## src/mbsh_pkg.sv

```systemverilog
// Package for the MurmurHash2 byte stream hash unit: constants and sequencer states.
`timescale 1ns / 1ps
`default_nettype none

package mbsh_pkg;

    localparam logic [31:0] MIX_MULT    = 32'h5bd1e995;
    localparam int unsigned MIX_SHIFT   = 24;
    localparam int unsigned FIN_SHIFT_A = 13;
    localparam int unsigned FIN_SHIFT_B = 15;
    localparam logic [31:0] HASH_SEED   = 32'h0000_0000;

    typedef enum logic [2:0] {
        ST_IDLE,
        ST_MIX_K1,
        ST_MIX_K2,
        ST_MIX_H,
        ST_TAIL_MUL,
        ST_FIN_MUL,
        ST_OUT
    } state_t;

endpackage

`default_nettype wire

```

## src/murmur2_byte_stream_hash_unit.sv

```systemverilog
// Top level of the MurmurHash2 (32-bit, seed 0) byte stream hash unit.
//
// Usage:
//   Input channel (in_valid / in_stall): one message byte per transfer, with
//   byte_valid, first_of_message, last_of_message and message_length.
//   first_of_message seeds the accumulator with seed ^ message_length;
//   last_of_message closes the message and yields one hash transfer.
//   A lone transfer with byte_valid 0 and both flags set is an empty message.
//   Output channel (out_valid / out_stall): hash_value, one per message.
//
// Sequence (all arithmetic goes through one shared 32x32 multiplier by m,
// sequenced by a small state machine; in_stall is high while it works):
//   byte 1..3 of a word       : taken at once, no multiply
//   byte completing a word    : k*m, then k^=k>>24 and *m, then h*m^k
//   last transfer adds        : a tail multiply if 1..3 bytes pending,
//                               then the finalize multiply, then the result.
//   Result sits in ST_OUT until taken; in_stall stays high until the
//   hash transfer completes, so a stalling receiver holds the whole block.
//
// Reset (rst_n, asynchronous, active low) clears the accumulator, the
// partial word and the sequencer; no clearing pass is needed.
`timescale 1ns / 1ps
`default_nettype none

module murmur2_byte_stream_hash_unit
    import mbsh_pkg::*;
(
    input  wire logic        clk,
    input  wire logic        rst_n,

    input  wire logic        in_valid,
    output logic             in_stall,
    input  wire logic [7:0]  data_byte,
    input  wire logic        byte_valid,
    input  wire logic        first_of_message,
    input  wire logic        last_of_message,
    input  wire logic [31:0] message_length,

    output logic             out_valid,
    input  wire logic        out_stall,
    output logic [31:0]      hash_value
);

    state_t      state_reg, state_next;
    logic [31:0] h_reg, h_next;
    logic [31:0] k_reg, k_next;
    logic [23:0] pend_reg, pend_next;
    logic [1:0]  pos_reg, pos_next;
    logic        last_reg, last_next;

    // Shared multiplier: one operand is always m, low 32 bits kept.
    logic [31:0] mul_in;
    logic [31:0] mul_out;

    // Accept-cycle view of the state after the first flag and the byte.
    logic        in_xfer;
    logic [31:0] h_first;
    logic [23:0] pend_first;
    logic [1:0]  pos_first;
    logic [23:0] pend_ins;
    logic        word_done;

    assign in_xfer = in_valid && !in_stall;

    always_comb
    begin
        case (state_reg)
            ST_MIX_K1:   mul_in = k_reg;
            ST_MIX_K2:   mul_in = k_reg ^ (k_reg >> MIX_SHIFT);
            ST_FIN_MUL:  mul_in = h_reg ^ (h_reg >> FIN_SHIFT_A);
            default:     mul_in = h_reg;
        endcase
    end

    assign mul_out = mul_in * MIX_MULT;

    always_comb
    begin
        h_first    = first_of_message ? (HASH_SEED ^ message_length) : h_reg;
        pend_first = first_of_message ? 24'd0 : pend_reg;
        pos_first  = first_of_message ? 2'd0 : pos_reg;
        pend_ins   = pend_first | (24'(data_byte) << {pos_first, 3'b000});
        word_done  = byte_valid && (pos_first == 2'd3);
    end

    // Next state
    always_comb
    begin
        state_next = state_reg;
        case (state_reg)
            ST_IDLE:
            begin
                if (in_xfer)
                begin
                    if (word_done)
                        state_next = ST_MIX_K1;
                    else if (last_of_message)
                    begin
                        if (byte_valid || (pos_first != 2'd0))
                            state_next = ST_TAIL_MUL;
                        else
                            state_next = ST_FIN_MUL;
                    end
                end
            end
            ST_MIX_K1:   state_next = ST_MIX_K2;
            ST_MIX_K2:   state_next = ST_MIX_H;
            ST_MIX_H:    state_next = last_reg ? ST_FIN_MUL : ST_IDLE;
            ST_TAIL_MUL: state_next = ST_FIN_MUL;
            ST_FIN_MUL:  state_next = ST_OUT;
            ST_OUT:
            begin
                if (!out_stall)
                    state_next = ST_IDLE;
            end
            default:     state_next = ST_IDLE;
        endcase
    end

    // Datapath next values
    always_comb
    begin
        h_next    = h_reg;
        k_next    = k_reg;
        pend_next = pend_reg;
        pos_next  = pos_reg;
        last_next = last_reg;
        case (state_reg)
            ST_IDLE:
            begin
                if (in_xfer)
                begin
                    last_next = last_of_message;
                    h_next    = h_first;
                    if (word_done)
                    begin
                        k_next    = {data_byte, pend_first};
                        pend_next = 24'd0;
                        pos_next  = 2'd0;
                    end
                    else if (last_of_message)
                    begin
                        // Tail bytes fold in now; the partial word is spent.
                        if (byte_valid)
                            h_next = h_first ^ {8'd0, pend_ins};
                        else if (pos_first != 2'd0)
                            h_next = h_first ^ {8'd0, pend_first};
                        pend_next = 24'd0;
                        pos_next  = 2'd0;
                    end
                    else if (byte_valid)
                    begin
                        pend_next = pend_ins;
                        pos_next  = pos_first + 2'd1;
                    end
                    else
                    begin
                        pend_next = pend_first;
                        pos_next  = pos_first;
                    end
                end
            end
            ST_MIX_K1:   k_next = mul_out;
            ST_MIX_K2:   k_next = mul_out;
            ST_MIX_H:    h_next = mul_out ^ k_reg;
            ST_TAIL_MUL: h_next = mul_out;
            ST_FIN_MUL:  h_next = mul_out;
            ST_OUT:
            begin
                if (!out_stall)
                    h_next = 32'd0;
            end
            default:     h_next = h_reg;
        endcase
    end

    // Outputs
    always_comb
    begin
        in_stall   = (state_reg != ST_IDLE);
        out_valid  = (state_reg == ST_OUT);
        hash_value = h_reg ^ (h_reg >> FIN_SHIFT_B);
    end

    always_ff @(posedge clk or negedge rst_n)
    begin
        if (!rst_n)
        begin
            state_reg <= ST_IDLE;
            h_reg     <= 32'd0;
            pend_reg  <= 24'd0;
            pos_reg   <= 2'd0;
            last_reg  <= 1'b0;
        end
        else
        begin
            state_reg <= state_next;
            h_reg     <= h_next;
            pend_reg  <= pend_next;
            pos_reg   <= pos_next;
            last_reg  <= last_next;
        end
    end

    always_ff @(posedge clk)
    begin
        k_reg <= k_next;
    end

endmodule

`default_nettype wire

```

## config.mk

```make
export PLATFORM = sky130hd
export DESIGN_NAME = murmur2_byte_stream_hash_unit
export DESIGN_NICKNAME = d
export VERILOG_FILES = /design/src/mbsh_pkg.sv /design/src/murmur2_byte_stream_hash_unit.sv
export SDC_FILE = /design/constraint.sdc
export NUM_CORES = 1
export LEC_CHECK = 0
export BUFFER_PORTS_ARGS = -buffer_cell sky130_fd_sc_hd__buf_4
export CORE_MARGIN = 8
export CORE_UTILIZATION = 35
export DETAILED_ROUTE_END_ITERATION = 10
export PLACE_DENSITY = 0.5
export SKIP_LAST_GASP = 1
export SLEW_MARGIN = 20
export SYNTH_ARGS = -nofsm -noshare
export SYNTH_HDL_FRONTEND = slang
export SYNTH_SLANG_ARGS = --single-unit
```

## constraint.sdc

```tcl
create_clock -name clk -period 8.4 [get_ports clk]
set_input_delay 1.26 -clock clk [delete_from_list [all_inputs] [get_ports clk]]
set_output_delay 1.26 -clock clk [all_outputs]
set_load 0.005 [all_outputs]
```

Word level (Yosys, flattened, before mapping)
Cells that the tools add are included.
{"block": "totals", "output_inout_bits": 34, "ff_bits": 94, "in_bits": 47, "ram_bits": 0, "latch_bits": 0, "n_memories": 0, "elab_cells": 69, "mem_bits_ro": 0}
{"block": "classes", "n_bitwise": 7, "n_lt_le_gt_ge": 0, "n_reduce_logical": 15, "n_div": 0, "muxes": 27, "n_mul": 1, "eq_ne": 11, "shift": 1, "addsub": 1}
{"cell": "two-way mux 32 bit", "count": 9}
{"cell": "one-hot mux 32 bit (4 select lines)", "count": 1}
{"cell": "two-way mux 24 bit", "count": 4}
{"cell": "one-hot mux 32 bit (3 select lines)", "count": 1}
{"cell": "one-hot mux 32 bit (2 select lines)", "count": 1}
{"cell": "XOR 32 x 24 -> 32 bit", "count": 2}
{"cell": "multiplier 32 x 31 -> 32 bit, second input constant", "count": 1}
{"cell": "XOR 32 x 17 -> 32 bit", "count": 1}
{"cell": "XOR 32 x 19 -> 32 bit", "count": 1}
{"cell": "XOR 32 bit", "count": 1}
{"cell": "XOR 32 x 8 -> 32 bit", "count": 1}
{"cell": "OR 24 bit", "count": 1}
{"cell": "<< shifter 8 x 5 -> 24 bit", "count": 1}
{"cell": "one-hot mux 3 bit (7 select lines)", "count": 1}
{"cell": "two-way mux 3 bit", "count": 5}
{"cell": "equality test 3 bit, second input constant", "count": 3}
{"cell": "AND reduction 3 bit", "count": 3}
{"cell": "two-way mux 2 bit", "count": 4}
{"cell": "equality test 3 x 2 -> 1 bit, second input constant", "count": 2}
{"cell": "!= test 2 bit, second input constant", "count": 3}
{"cell": "nonzero test 2 bit", "count": 2}
{"cell": "nonzero test 4 bit", "count": 1}
{"cell": "OR reduction 2 bit", "count": 2}
{"cell": "equality test 3 x 1 -> 1 bit, second input constant", "count": 1}
{"cell": "other kinds (10)", "count": 11}

Logic depth before layout (Yosys ltp)
Gate-level depths: netlist (run 1).
{"block": "logic_depth", "depth_word": 9, "mapped_depth": 34, "ltp_nobuf": 32}

Least setup slack after synthesis (run 1)
Ideal clock, no wire load.
{"block": "synth_path", "path_kind": "register to register", "start": "register state_reg[1]", "end": "register k_reg[31], data pin", "slack_ps": 376, "t_required_ps": 8140, "arrival_time_ps": 7765, "n_path_buf": 3, "setup_time_ps": 260, "stages_incl_launch_ff": 27, "synth_period_minus_slack_ps": 8024, "cell_sequence": "dfrtp_1 buf_4 and3b_1 buf_2 buf_1 nand2_1 o211ai_1 fa_1 ha_1 inv_1 fa_1 fa_1 fa_1 inv_1 fa_1 fa_1 inv_1 fa_1 inv_1 ha_1 a21o_1 a21o_1 a21o_1 o41a_1 a41o_1 xnor2_1 mux2_2"}
{"block": "synth_via", "elab_chain_cells": 4, "elab_cells_between_ends": 8, "cone_classes": "mul: 1; eq/ne: 3; mux: 2; reduce/logical: 2"}
{"element": "start, declared", "line_no": "murmur2_byte_stream_hash_unit.sv:44", "rtl": "state_t state_reg, state_next;"}
{"element": "start signal, assigned", "line_no": "murmur2_byte_stream_hash_unit.sv:197", "rtl": "state_reg <= state_next;"}
{"element": "equality test 3 bit, or another cell as far along", "line_no": "murmur2_byte_stream_hash_unit.sv:67", "rtl": "case (state_reg)"}
{"element": "one-hot mux 32 bit (3 select lines)", "line_no": "murmur2_byte_stream_hash_unit.sv:67"}
{"element": "multiplier 32 x 31 -> 32 bit", "line_no": "murmur2_byte_stream_hash_unit.sv:75", "rtl": "assign mul_out = mul_in * MIX_MULT;"}
{"element": "one-hot mux 32 bit (2 select lines) *", "line_no": "murmur2_byte_stream_hash_unit.sv:128", "rtl": "case (state_reg)"}
{"element": "named net k_next[31]", "line_no": "murmur2_byte_stream_hash_unit.sv:46", "rtl": "logic [31:0] k_reg, k_next;"}
{"element": "end signal, assigned", "line_no": "murmur2_byte_stream_hash_unit.sv:207", "rtl": "k_reg <= k_next;"}
{"element": "end, declared", "line_no": "murmur2_byte_stream_hash_unit.sv:46"}
Mark *: on every way through the listed nets, which the timed path passes. The rest lies on a longest branch.
A chain may end at the register's enable or synchronous reset.

Worst setup path after layout (run 1)
{"block": "layout_path", "start": "register state_reg[1]", "end": "register h_reg[29]"}
{"block": "layout_via", "elab_chain_cells": 5, "elab_cells_between_ends": 19, "cone_classes": "mul: 1; eq/ne: 8; mux: 2; bitwise: 1; reduce/logical: 7"}
{"element": "equality test 3 bit, or another cell as far along", "line_no": "murmur2_byte_stream_hash_unit.sv:67, murmur2_byte_stream_hash_unit.sv:128"}
{"element": "one-hot mux 32 bit (3 select lines) or zero test 1 bit (tied branches)", "line_no": "murmur2_byte_stream_hash_unit.sv:67, murmur2_byte_stream_hash_unit.sv:63"}
{"element": "multiplier 32 x 31 -> 32 bit or logical AND 1 bit (tied branches)", "line_no": "murmur2_byte_stream_hash_unit.sv:75, murmur2_byte_stream_hash_unit.sv:63"}
{"element": "XOR 32 bit or != test 2 bit (tied branches)"}
{"element": "one-hot mux 32 bit (4 select lines) or AND reduction 3 bit (tied branches)"}
{"element": "end signal, assigned", "line_no": "murmur2_byte_stream_hash_unit.sv:198", "rtl": "h_reg <= h_next;"}
{"element": "end, declared", "line_no": "murmur2_byte_stream_hash_unit.sv:45", "rtl": "logic [31:0] h_reg, h_next;"}
Parallel ways exist; a longest one is shown, timed or not.

==> results of run 1 <==
-- how the worst min path moves through the flow --
stage	start	end	slack (ps)	depth (start not counted)
3_5_place_dp	pend_reg[18]	pend_reg[18]	510	1
6_report	pend_reg[20]	pend_reg[20]	540	1
3_3_place_gp	pend_reg[18]	pend_reg[18]	510	1
2_1_floorplan	pend_reg[9]	pend_reg[9]	470	2
5_1_grt	pend_reg[20]	pend_reg[20]	550	1
4_1_cts	pend_reg[20]	pend_reg[20]	530	1
-- layout make-up --
class | instances | area [µm²]
Sequential cell | 94 | 2510
Fill cell | 4551 | 26700
Clock inverter | 2 | 15.0
Inverter | 365 | 1370
Multi-Input combinational cell | 1221 | 11500
Timing Repair Buffer | 158 | 1220
Tap cell | 592 | 741
Clock buffer | 14 | 264
-- placed cells by master (no fill, tap or decap), types with 10 or more instances in the layout --
cell        n
a21o_1     24
a21oi_1    78
a22o_1     23
a31oi_1    12
buf_4     155
dfrtp_1    61
edfxtp_1   32
fa_1      179
ha_1      217
inv_1     365
mux2i_1    15
nand2_1   136
nand3_1    35
nor2_1     91
nor3_1     10
o211ai_1   16
o21ai_0   103
xnor2_1    52
xor2_1     65
-- logic make-up after synthesis --
group                      Yosys count
AOI/OAI and AO/OA                  345
and+or+nand+nor                    333
adders and majority gates          396
xor gates and xnor gates           125
muxes                               22
DFF                                 94
buffers and inverters              451
-- per-stage QoR --
stage	hold WS (ps)	area (µm²)	util [%]
after floorplan	473	15700	-
after global placement	509	17300	39.1
after detailed placement	514	17300	39.1
after CTS	531	17600	39.8
after global routing	550	17600	39.8
final	536	17600	39.8
-- timing repair --
item / CTS / global route
setup endpoints to repair: 0 / 11
resized for setup: 0 / 3
hold endpoints to repair: 0 / 0
-- per-layer routing --
metal  global-route usage [%]  vias up  routed length (µm)
li1                         -     5928                   -
met1                     28.4     6268               24100
met2                     35.2      381               26200
met3                     2.00       67                2660
met4                     7.26        0                1850
met5                        0        -                   0
==> impl_metrics.json, run 1 <==
{
  "status": "finished clean",
  "hold_viol": 0,
  "start_util_pct": 35.5,
  "drtIter0Drc": 851,
  "worst_slack_ps": 351,
  "reg2reg_depth": 29,
  "nNetsFinal": 2292,
  "r2r-end": "h_reg[29]",
  "cts_buffers": 9,
  "max_freq_mhz": 124,
  "grt_pass1_wl_mm": 84.2,
  "cts_htree_levels": 3,
  "fin_tns_setup_ps": 0,
  "worstSkewPairLatency_ps": 360,
  "postCtsSetupBuffers": 0,
  "cts_root_buf": "clkbuf_16",
  "synthAdderAreaFrac_pct": 40.0,
  "finalCriticalPeriod_ps": 8050,
  "syn_inst": 1766,
  "core-area_um2": 44300,
  "critPathLaunch": "state_reg[1]",
  "grt_pass1_vias": 13290,
  "cts_tree": "yes",
  "finClkSkew_ps": 6.85,
  "cap_violations": 0,
  "dr.pass1.iters": 5,
  "ys_ff_latch": 94,
  "dp_hpwl_mm": 44.4,
  "setup_violations": 0,
  "port_buffers": 80,
  "gr-total-overflow": 0,
  "detail-route-antenna-nets": 0,
  "grt_antenna_before_repair": 0,
  "relSlewSlack_pct": 27.4,
  "routed_wl_mm": 54.8,
  "synth_edf_count": 32,
  "grt_start_max_net_pins": 63,
  "crit_path_start_kind": "register",
  "hp-class": "reg -> reg",
  "num_vias": 12644,
  "clockBufferDepth": 2,
  "dp_slack_ps": 345,
  "path_clk_slew_ps": 70,
  "yosys.area_share.xor_xnor_pct": 7.52,
  "yosys_warnings": 0,
  "io_pins": 81,
  "die_w_um": 228,
  "synth-main-ff-cell": "dfrtp_1",
  "cp_top_family": "adder cells",
  "yosysSeqAreaShare_pct": 16.0,
  "synthArstFlopShare_pct": 66.0,
  "crit_buf_inv": 8,
  "synth_area_leaders": "fa_1 23%, ha_1 17%, dfrtp_1 9.9%",
  "cts_hold_buf": 0,
  "endpoint": "h_reg[29]",
  "fp.dieH_um": 228,
  "num_rows": 77,
  "reg2reg_from": "state_reg[1]",
  "drc": 0,
  "syn_avg_cell_area_um2": 8.91,
  "worst_path_max_delay_cell": "fa_1",
  "grt_setup_unrepaired": "false",
  "path_max_fanout": 9,
  "placed_cells": 2430,
  "drive_gt1_share_pct": 10.9,
  "crit_required_ps": 8640,
  "tightest_slew_ps": 1090,
  "area_growth_pct": 12.1,
  "place.gp.congestion": 0.943,
  "synth_compound_area_share_pct": 14.2,
  "synth_simple_gate_area_share_pct": 9.57,
  "critical_path_class": "reg -> reg",
  "final_cell_count_no_fill": 2446,
  "antenna_cells": 0,
  "viasPerCell": 5.17,
  "track_usage_pct": 21.1,
  "yosysUniqueCellTypes": 78,
  "synth_top_area_cell": "fa_1",
  "cpPeakStageDelay_ps": 510,
  "end_kind": "register",
  "r2r_slack_ps": 350,
  "yosys.area.top_type_share_pct": 22.8,
  "cts.sinks": 94,
  "slew_violations": 0,
  "avgRoutedWirePerCell_um": 22.4,
  "critPathArrivalTime_ps": 8290,
  "synth_top_family_by_area": "adder cells",
  "yosys-mux-area-fraction_pct": 1.46,
  "post-synth-top-count-cell": "inv_1",
  "dieArea_um2": 52000,
  "worstSetupPathDepth": 29,
  "synth_top_cells_by_count": "365 x inv_1, 217 x ha_1, 179 x fa_1",
  "syn-cell-area_um2": 15700,
  "synth_fp_nets": 2209,
  "timing.final.crit_share_pct": 95.8
}
Power of run 1 is left out: the tool's default activity adds up to more than one toggle a clock period on the data nets, which glitch-free logic cannot reach.
==> inputs of run 2 (changes only) <==
--- a/config.mk
+++ b/config.mk
@@ -11,3 +11,3 @@
 export DETAILED_ROUTE_END_ITERATION = 10
-export PLACE_DENSITY = 0.5
+export PLACE_DENSITY = 0.48
 export SKIP_LAST_GASP = 1
==> constraint.sdc (replaced) <==
create_clock -name clk -period 9.96 [get_ports clk]
set_input_delay 1.992 -clock clk [delete_from_list [all_inputs] [get_ports clk]]
set_output_delay 1.992 -clock clk [all_outputs]
set_load 0.005 [all_outputs]
==> run 2 against run 1 <==
Effect of this change: wire length hardly changed; die area stayed put; non-clock buffer count is 37 lower; cell count is 1.5% lower; worst setup slack better by 670 ps; highest routed layer unchanged; first-iteration DRC count is 4.5% higher; sequential share of layout area is 0.23 points higher; critical path type unchanged; critical endpoint unchanged.
==> impl_metrics.json, run 2 (synthesized netlist as in run 1, its figures left out) <==
{
  "relSlewSlack_pct": 22.1,
  "die_w_um": 228,
  "grt_pass1_wl_mm": 84.4,
  "cts_htree_levels": 3,
  "tightest_slew_ps": 1170,
  "grt_start_max_net_pins": 63,
  "core-area_um2": 44300,
  "grt_antenna_before_repair": 0,
  "place.gp.congestion": 0.918,
  "worstSkewPairLatency_ps": 370,
  "cts_hold_buf": 0,
  "cts_buffers": 9,
  "drive_gt1_share_pct": 9.25,
  "timing.final.crit_share_pct": 89.8,
  "avgRoutedWirePerCell_um": 22.8,
  "hold_viol": 0,
  "port_buffers": 80,
  "fin_area_um2": 17300,
  "layout_commonest_cell": "inv_1",
  "critical_path_class": "reg -> reg",
  "worst_path_max_delay_cell": "dfrtp_1",
  "clockBufferDepth": 2,
  "final_cell_mix": "365 x inv_1, 217 x ha_1, 179 x fa_1",
  "gr-total-overflow": 0,
  "fp.dieH_um": 228,
  "viasPerCell": 5.18,
  "antenna_cells": 0,
  "cts_resized": 0,
  "fin_tns_setup_ps": 0,
  "grt_setup_unrepaired": "false",
  "num_vias": 12479,
  "detail-route-antenna-nets": 0,
  "crit_path_frequent_cell": "inv_1",
  "status": "finished clean",
  "cts.sinks": 94,
  "cts_tree": "yes",
  "critPathArrivalTime_ps": 9190,
  "cts_root_buf": "clkbuf_16",
  "dieArea_um2": 52000,
  "path_clk_slew_ps": 70,
  "dpl_cell_area_um2": 17000,
  "nFillCells": 4601,
  "finClkSkew_ps": 9.77,
  "finalCriticalPeriod_ps": 8940,
  "num_rows": 77,
  "dp_hpwl_mm": 44.0,
  "io_pins": 81,
  "crit_path_start_kind": "register",
  "max_freq_mhz": 112,
  "end_kind": "register",
  "postCtsSetupBuffers": 0,
  "path_max_fanout": 11,
  "grt_pass1_vias": 13108,
  "cpPeakStageDelay_ps": 590,
  "setup_violations": 0,
  "slew_violations": 0,
  "dr.pass1.iters": 6,
  "drc": 0,
  "crit_required_ps": 10210,
  "hp-class": "reg -> reg",
  "nNetsFinal": 2255,
  "drtIter0Drc": 889,
  "track_usage_pct": 21.1,
  "area_growth_pct": 10.2,
  "start_util_pct": 35.5,
  "fin_hold_ws_ps": 538,
  "fin_util_pct": 39.1,
  "routed_wl_mm": 54.8,
  "cap_violations": 0
}
run 2: changes by cell type in the layout (fill, tap and decap cells not counted), sizes merged:
| cell | previous run | this run |
|---|---|---|
| clkinv | 1 | 2 |
| bufinv | 0 | 1 |
| buf | 158 | 121 |
| clkbuf | 14 | 11 |
| clkinvlp | 0 | 1 |
run 2: worst max-delay path, delay by kind of cell, from the launching register on:
kind                     cells  cell delay (ps)
AO/OA/AOI/OAI                7             1780
adder cells (fa/ha/maj)      9             3930
buffers and inverters        8             1010
flip-flops                   1              590
AND/OR/NAND/NOR              7             1470
run 2: cell type report:
type / instances / area (µm²) / area share (%)
well taps: 592 / 741 / 4.27
repair buffers: 121 / 908 / 5.24
flip-flops and latches: 94 / 2510 / 14.5
clock buffers: 11 / 253 / 1.46
multi-input cells: 1221 / 11500 / 66.3
inverters: 365 / 1370 / 7.90
clock inverters: 5 / 56.3 / 0.325
run 2: routing by layer:
metal	global-route usage (%)	part of all wire (%)	vias up
met5	0	0	-
li1	-	-	5850
met2	36.3	49	331
met1	28.0	45	6242
met4	5.65	2.5	0
met3	2.21	3.8	56
run 2: final timing paths:
check	from	endpoint	slack, ps	cells after the start
setup / recovery	state_reg[0]	h_reg[29]	1020	31
hold / removal	pend_reg[21]	pend_reg[21]	540	1
setup reg to reg	state_reg[0]	h_reg[29]	1020	31
hold reg to reg	pend_reg[21]	pend_reg[21]	540	1
max in group asynchronous	rst_n	h_reg[24]	7550	1
min in group asynchronous	rst_n	pend_reg[13]	1780	1
run 2: through the flow:
| step | cells | setup slack, ps |
|---|---|---|
| final | 2409 | 1020 |
| after global routing | 2409 | 559 |
| after CTS | 2409 | 997 |
| after detailed placement | 2393 | 1060 |
| after global placement | 2393 | 1180 |
| after floorplan | 1766 | 1940 |
Power of run 2 is left out for the same reason.
